`config.mk`:
```
export PLATFORM = sky130hd
export DESIGN_NAME = mpq_ctrl
export DESIGN_NICKNAME = d
export VERILOG_FILES = /design/src/rtl/mpq_pkg.sv /design/src/rtl/mpq_ctrl.sv
export SDC_FILE = /design/constraint.sdc
export NUM_CORES = 1
export LEC_CHECK = 0
export BUFFER_PORTS_ARGS = -buffer_cell sky130_fd_sc_hd__buf_2
export CORE_AREA = 4 4 41 43
export DETAILED_ROUTE_END_ITERATION = 10
export DIE_AREA = 0 0 45 47
export GPL_TIMING_DRIVEN = 0
export SYNTH_ARGS = -nofsm -noshare
export SYNTH_HDL_FRONTEND = slang
export SYNTH_SLANG_ARGS = --single-unit
```
`constraint.sdc`:
```
create_clock -name i_clk -period 0.9 [get_ports i_clk]
set_input_delay 0.09 -clock i_clk [delete_from_list [all_inputs] [get_ports i_clk]]
set_output_delay 0.09 -clock i_clk [all_outputs]
set_load 0.05 [all_outputs]
```
`src/rtl/mpq_pkg.sv`:
```
`timescale 1ns / 1ps
// ----------------------------------------------------------------------------
// mpq_pkg
// Shared types and constants of the min-priority queue: field widths,
// operation codes, result status codes and controller/datapath structs.
// ----------------------------------------------------------------------------
package mpq_pkg;

    localparam int COORD_W  = 8;
    localparam int COST_W   = 32;
    localparam int STATUS_W = 2;
    localparam int OCC_W    = 7;

    localparam logic ACT_PUSH = 1'b0;
    localparam logic ACT_POP  = 1'b1;

    localparam logic [STATUS_W-1:0] STATUS_OK    = 2'd0;
    localparam logic [STATUS_W-1:0] STATUS_FULL  = 2'd1;
    localparam logic [STATUS_W-1:0] STATUS_EMPTY = 2'd2;

    typedef enum logic [2:0] {
        OP_NONE       = 3'd0,
        OP_PUSH       = 3'd1,
        OP_POP        = 3'd2,
        OP_PUSH_FULL  = 3'd3,
        OP_POP_EMPTY  = 3'd4
    } t_op;

    typedef enum logic [1:0] {
        S_IDLE = 2'b01,
        S_EXEC = 2'b10
    } t_state;

    typedef struct packed {
        logic load;
        t_op  op;
    } t_ctrl_cmd;

    typedef struct packed {
        logic action;
        logic full;
        logic empty;
    } t_dp_status;

endpackage

```
`src/rtl/mpq_ctrl.sv`:
```
`timescale 1ns / 1ps
// ----------------------------------------------------------------------------
// mpq_ctrl
// Two-state sequencer: capture a command, then issue one datapath operation.
// ----------------------------------------------------------------------------
module mpq_ctrl
    import mpq_pkg::*;
(
    input  logic       i_clk,
    input  logic       i_rst_n,
    input  logic       start,
    output logic       busy,
    input  t_dp_status i_dp_status,
    output t_ctrl_cmd  o_cmd
);

    t_state r_state;
    t_state n_state;

    always_ff @(posedge i_clk) begin
        if (!i_rst_n) begin
            r_state <= S_IDLE;
        end else begin
            r_state <= n_state;
        end
    end

    always_comb begin
        n_state    = r_state;
        o_cmd.load = 1'b0;
        o_cmd.op   = OP_NONE;
        unique case (r_state)
            S_IDLE: begin
                if (start) begin
                    o_cmd.load = 1'b1;
                    n_state    = S_EXEC;
                end
            end
            S_EXEC: begin
                // pick the operation, folding in the full / empty faults
                if (i_dp_status.action == ACT_PUSH) begin
                    o_cmd.op = i_dp_status.full ? OP_PUSH_FULL : OP_PUSH;
                end else begin
                    o_cmd.op = i_dp_status.empty ? OP_POP_EMPTY : OP_POP;
                end
                n_state = S_IDLE;
            end
            default: begin
                n_state = S_IDLE;
            end
        endcase
    end

    assign busy = (r_state == S_EXEC);

endmodule

```
==> flow_summary.ini, run 1 <==
[status]
status = finished, violations left
failed_checks = setup timing

[setup_path]
slowest_stage = dfxtp_1
path_class = reg -> out
critPathMaxStageDelay_ns = 0.30
critical_path.endpoint_type = primary output
start_kind = register
crit_chain = nand2b_4 -> nor3b_4 -> buf_6
required_ns = 0.81
arrival_ns = 1.04
critPathMaxFanout = 4

[place]
dp_hpwl_microns = 215
port_buffers = 10
routabilityCongestion = 0.533
place_area_sq_um = 186

[floorplan]
start_util = 0.0740
core_sq_um = 1300
row_count = 13
io_pins = 11
die_y_microns = 47
die_w_microns = 45
fp.dieArea_sq_um = 2120

[pwr]
vdd_drop_max_v = 0.000572
cellPowerDensity_nw_per_um2 = 1430
power_leakage_nw = 0.133

[worst_hold_path]
hold_class = in -> reg

[global_route]
grt_max_degree = 5
grt_pass1_wl_microns = 565
grt_pass1_vias = 159
overflow = 0
grt_use_total = 0.0426
antenna_found_initial = 0

[sta]
slew_headroom = 0.854
period_share = 1.26
finalHoldViolCount = 0
fin_ws_ns = -0.232
period_needed_ns = 1.13
max_freq_ghz = 0.883
tns_ns = -0.902
tightest_slew_ns = 0.219
drv_slew = 0
grt_setup_unrepaired = true
clock_skew_ns = 0.00190
finalSetupViolCount = 6

[clock_network]
clkTransAtPathRegs_ns = 0.03
cts_hold_buf = 0
cts_max_path_buffers = 2
clock_sinks = 2
cts_made_buffers = 3
cts_tree = built
htree_levels = 1
clock-root-buffer = clkbuf_4
clock_latency_ns = 0.22

[cells_and_area]
area_delta_synth_final_pct = 179
top_regs = r_state x2
top_register = r_state
drive_above_1_share = 0.852
final_nets = 35
largest_reg_flops = 2
num_antenna_cells = 0
final_area_sq_um = 269
final_util = 0.207

[synth]
syn_area_per_cell_sq_um = 8.03
ys_types = 8
synth_mux_area_frac = 0
synth_seq_area_share = 0.416
synth_compound_area_frac = 0
synth_adder_area_share = 0
synth-simple-area-share = 0.545
synth-xor-area-share = 0
synthCells = 12
synth-seq-cells = 2
syn_area_sq_um = 96.3
synth_nets = 18
synth_warnings = 0
synth_top_family_by_area = simple AND/OR/NAND/NOR gates

[drt]
drtIter0Drc = 0
viasPerCell = 3.24
drc = 0
wirelength_microns = 335
antenna_left = 0
first_pass_iters = 1
vias = 136
post_drt_wl_per_cell_microns = 7.98

[job]
drv_cap = 0
through the flow:
step | total power [W] | hold WS [ns] | setup slack (ns) | cells
final | 0.000386 | 0.0501 | -0.232 | 42
after global routing | 0.000414 | 0.0552 | -0.281 | 42
after CTS | 0.000400 | 0.0363 | -0.237 | 42
after detailed placement | 0.000163 | 0.270 | -0.104 | 37
after global placement | 0.000162 | 0.267 | -0.0941 | 37
after floorplan | 0.000143 | 0.160 | -0.141 | 12
cell usage in the layout, fill, tap and decap left out:
cell / n
buf_2: 5
dfxtp_1: 1
buf_8: 2
dfxtp_2: 1
clkbuf_4: 3
nor2_2: 2
nor2_1: 1
buf_4: 1
nand2b_4: 1
and2_4: 1
and3b_2: 1
nand2_1: 2
inv_2: 1
buf_6: 4
nor3b_4: 1
synth_stat cells, drive strengths merged:
master,number,share of area
and2,1,0.065
and3b,1,0.091
dfxtp,2,0.42
inv,1,0.039
nand2,2,0.078
nand2b,1,0.065
nor2,3,0.12
nor3b,1,0.13
final cells by class:
class	instances	area [sq um]
Clock buffer	3	22.5
Fill cell	147	1030
Inverter	1	3.75
Multi-Input combinational cell	9	75.1
Sequential cell	2	41.3
Tap cell	15	18.8
Timing Repair Buffer	12	108
worst max-delay path, delay by kind of cell, from the launching register on:
kind	cells	cell delay, ns
simple gates	2	0.34
flops	1	0.30
buf+inv	1	0.18
metal layers:
metal  GRT usage  share of wire  vias up  wire [microns]
met4      0.0702              0        0               0
met2      0.0763           0.53       11             176
met5           0              0        -               0
met3      0.0115           0.16        0              53
met1      0.0271           0.31       58             105
li1            -              -       67               -
what timing repair did:
action | CTS | global route
resized for setup | 14 | 0
pin swaps | 2 | 0
endpoints found under the setup margin | 5 | 6
setup buffers | 2 | 0
cell families (layout without fill, tap and decap cells):
kind of cell,after synthesis,after routing
flip-flops,2,2
buffers and inverters,1,16
AND/OR/NAND/NOR,9,9
final timing paths:
kind	slack [ns]	startpoint	endpoint	cells after the start
setup / recovery	-0.23	r_state[0]	o_cmd[1]	3
hold / removal	0.05	i_rst_n	r_state[0]	2
setup reg to reg	-0.02	r_state[1]	r_state[1]	3
hold reg to reg	0.71	r_state[0]	r_state[0]	3
report_power, final:
group	switching [W]	leakage, nW	internal [W]
clock	0.0000504	0.0138	0.000147
sequential	0.00000399	0.0169	0.0000957
combinational	0.0000439	0.102	0.0000450
Power figures use the tool's default switching activity.
==> run 2, diff against run 1 <==
--- a/config.mk
+++ b/config.mk
@@ -5,10 +5,10 @@
 export SDC_FILE = /design/constraint.sdc
 export NUM_CORES = 1
 export LEC_CHECK = 0
-export BUFFER_PORTS_ARGS = -buffer_cell sky130_fd_sc_hd__buf_2
-export CORE_AREA = 4 4 41 43
+export CORE_AREA = 2 2 39 41
 export DETAILED_ROUTE_END_ITERATION = 10
-export DIE_AREA = 0 0 45 47
+export DIE_AREA = 0 0 41 43
+export DONT_BUFFER_PORTS = 1
 export GPL_TIMING_DRIVEN = 0
 export SYNTH_ARGS = -nofsm -noshare
 export SYNTH_HDL_FRONTEND = slang
==> run 2 against run 1 <==
The run still ends with setup timing left. Clock skew is 0.0014 ns lower. Worst setup slack got worse by 0.12 ns. Final area fell by 19%. Flip-flop and latch count is the same. Cell count decreased by 17%. Register-to-register slack lost 0.04 ns. Critical endpoint unchanged.
==> flow_summary.ini, run 2 (same netlist as run 1, synthesis figures left out) <==
[job]
drv_cap = 0

[cells_and_area]
multiInputGateArea_sq_um = 82.6
largest_reg_flops = 2
layout_common_cells = clkbuf_4, nand2_1, nor2_4, buf_4
seq_area_sq_um = 41.3
n_fill_cell = 154
top_register = r_state
drive_above_1_share = 0.684
area_delta_synth_final_pct = 127
final_cells = 35
final_common_cell = clkbuf_4
final_nets = 27
num_antenna_cells = 0
top_regs = r_state x2

[drt]
vias = 107
antenna_left = 0
dr_wl_met3_microns = 37
wirelength_microns = 237
maxUsedRoutingLayer = met3
post_drt_wl_per_cell_microns = 6.77
dr_wl_met2_microns = 117
wl_met1_microns = 81
drtIter0Drc = 0
viasPerCell = 3.06
first_pass_iters = 1
drc = 0

[setup_path]
start_kind = register
arrival_ns = 1.16
path_class = reg -> out
reg2reg_slack_ns = -0.06
required_ns = 0.81
critPathMaxFanout = 3
critical_path.endpoint_type = primary output

[sta]
tns_ns = -1.31
tightest_slew_ns = 0.563
period_share = 1.39
fin_ws_ns = -0.350
drv_slew = 0
slew_headroom = 0.624
finalSetupViolCount = 7
grt_setup_unrepaired = true
max_freq_ghz = 0.800
period_needed_ns = 1.25
clock_skew_ns = 0.000461
finalHoldViolCount = 0

[place]
routabilityCongestion = 0.446
port_buffers = 0
placedCellCount = 28

[worst_hold_path]
hold_class = in -> out

[clock_network]
cts_made_buffers = 3
clkTransAtPathRegs_ns = 0.03
clock_sinks = 2
clock_latency_ns = 0.22
cts_tree = built
htree_levels = 1
cts_max_path_buffers = 2
clock-root-buffer = clkbuf_4

[global_route]
overflow = 0
grt_pass1_wl_microns = 317
grt_max_degree = 4
grt_pass1_vias = 110
grt_use_total = 0.0311
antenna_found_initial = 0

[pwr]
p_int_w = 0.000263
seqPwrFrac = 0.283
vdd_drop_max_v = 0.000352
power_leakage_nw = 0.0899
clockPowerShare = 0.555
swShare = 0.251
cellPowerDensity_nw_per_um2 = 1600
share_comb_of_total_power = 0.163
p_switching_w = 0.0000879

[floorplan]
fp.dieArea_sq_um = 1760
die_y_microns = 43
start_util = 0.0696
core_sq_um = 1380
die_w_microns = 41
io_pins = 11
row_count = 14

[status]
failed_checks = setup timing
status = finished, violations left
[run 2: cell count changes in the layout (fill, tap and decap cells not counted)]
cell / change
nor2_2: -2
inv_2: -1
buf_8: -2
buf_4: +1
dlygate4sd3_1: +1
and2_4: -1
and2_1: +1
clkinv_8: +1
nor2_4: +2
buf_6: -3
buf_2: -5
[run 2: critical path, stage by stage (launching register included)]
cell      delay [ns]
dfxtp_1         0.29
nand2b_4        0.15
nor3b_4         0.49
[run 2: power groups by stage]
stage | combinational [W] | sequential (W) | clock, W
after floorplan | 0.0000432 | 0.0000999 | 0
after global placement | 0.0000447 | 0.000100 | 0
final | 0.0000570 | 0.0000992 | 0.000195
after detailed placement | 0.0000448 | 0.000101 | 0
after CTS | 0.0000569 | 0.0000993 | 0.000211
after global routing | 0.0000609 | 0.0000999 | 0.000214
[run 2: metrics by stage]
stage / hold slack (ns) / setup WS (ns) / total power, W / area [sq um] / util
final: 0.241 / -0.350 / 0.000351 / 219 / 0.158
after CTS: 0.235 / -0.368 / 0.000367 / 214 / 0.155
after global placement: 0.161 / -0.161 / 0.000145 / 138 / 0.0995
after floorplan: 0.160 / -0.141 / 0.000143 / 118 / -
after global routing: 0.244 / -0.400 / 0.000375 / 219 / 0.158
after detailed placement: 0.164 / -0.165 / 0.000145 / 138 / 0.0995
[run 2: final timing paths]
check                               startpoint          to  depth (start not counted)
worst max-delay path                r_state[0]    o_cmd[1]                          2
worst max register to register      r_state[1]  r_state[1]                          2
worst min-delay path            i_dp_status[2]    o_cmd[0]                          1
worst min register to register      r_state[0]  r_state[0]                          2
[run 2: per-layer routing]
layer  global-route usage  vias to the layer above
met5                    0                        -
met1               0.0224                       44
met2               0.0469                       11
met4               0.0600                        0
met3                    0                        0
li1                     -                       52
[run 2: repair_timing]
item,CTS,global route
gates resized for setup,6,1
setup endpoints to repair,7,7
cloned,0,0
hold buffers,1,0
setup buffers,3,0
endpoints found under the hold margin,2,0
pin swaps,3,1
[run 2: final cells by class]
type,count,share of cell area
multi-input combinational,9,0.377
sequential,2,0.189
timing repair buffer,4,0.166
clock buffer,3,0.103
tap,16,0.0914
inverter,1,0.0743
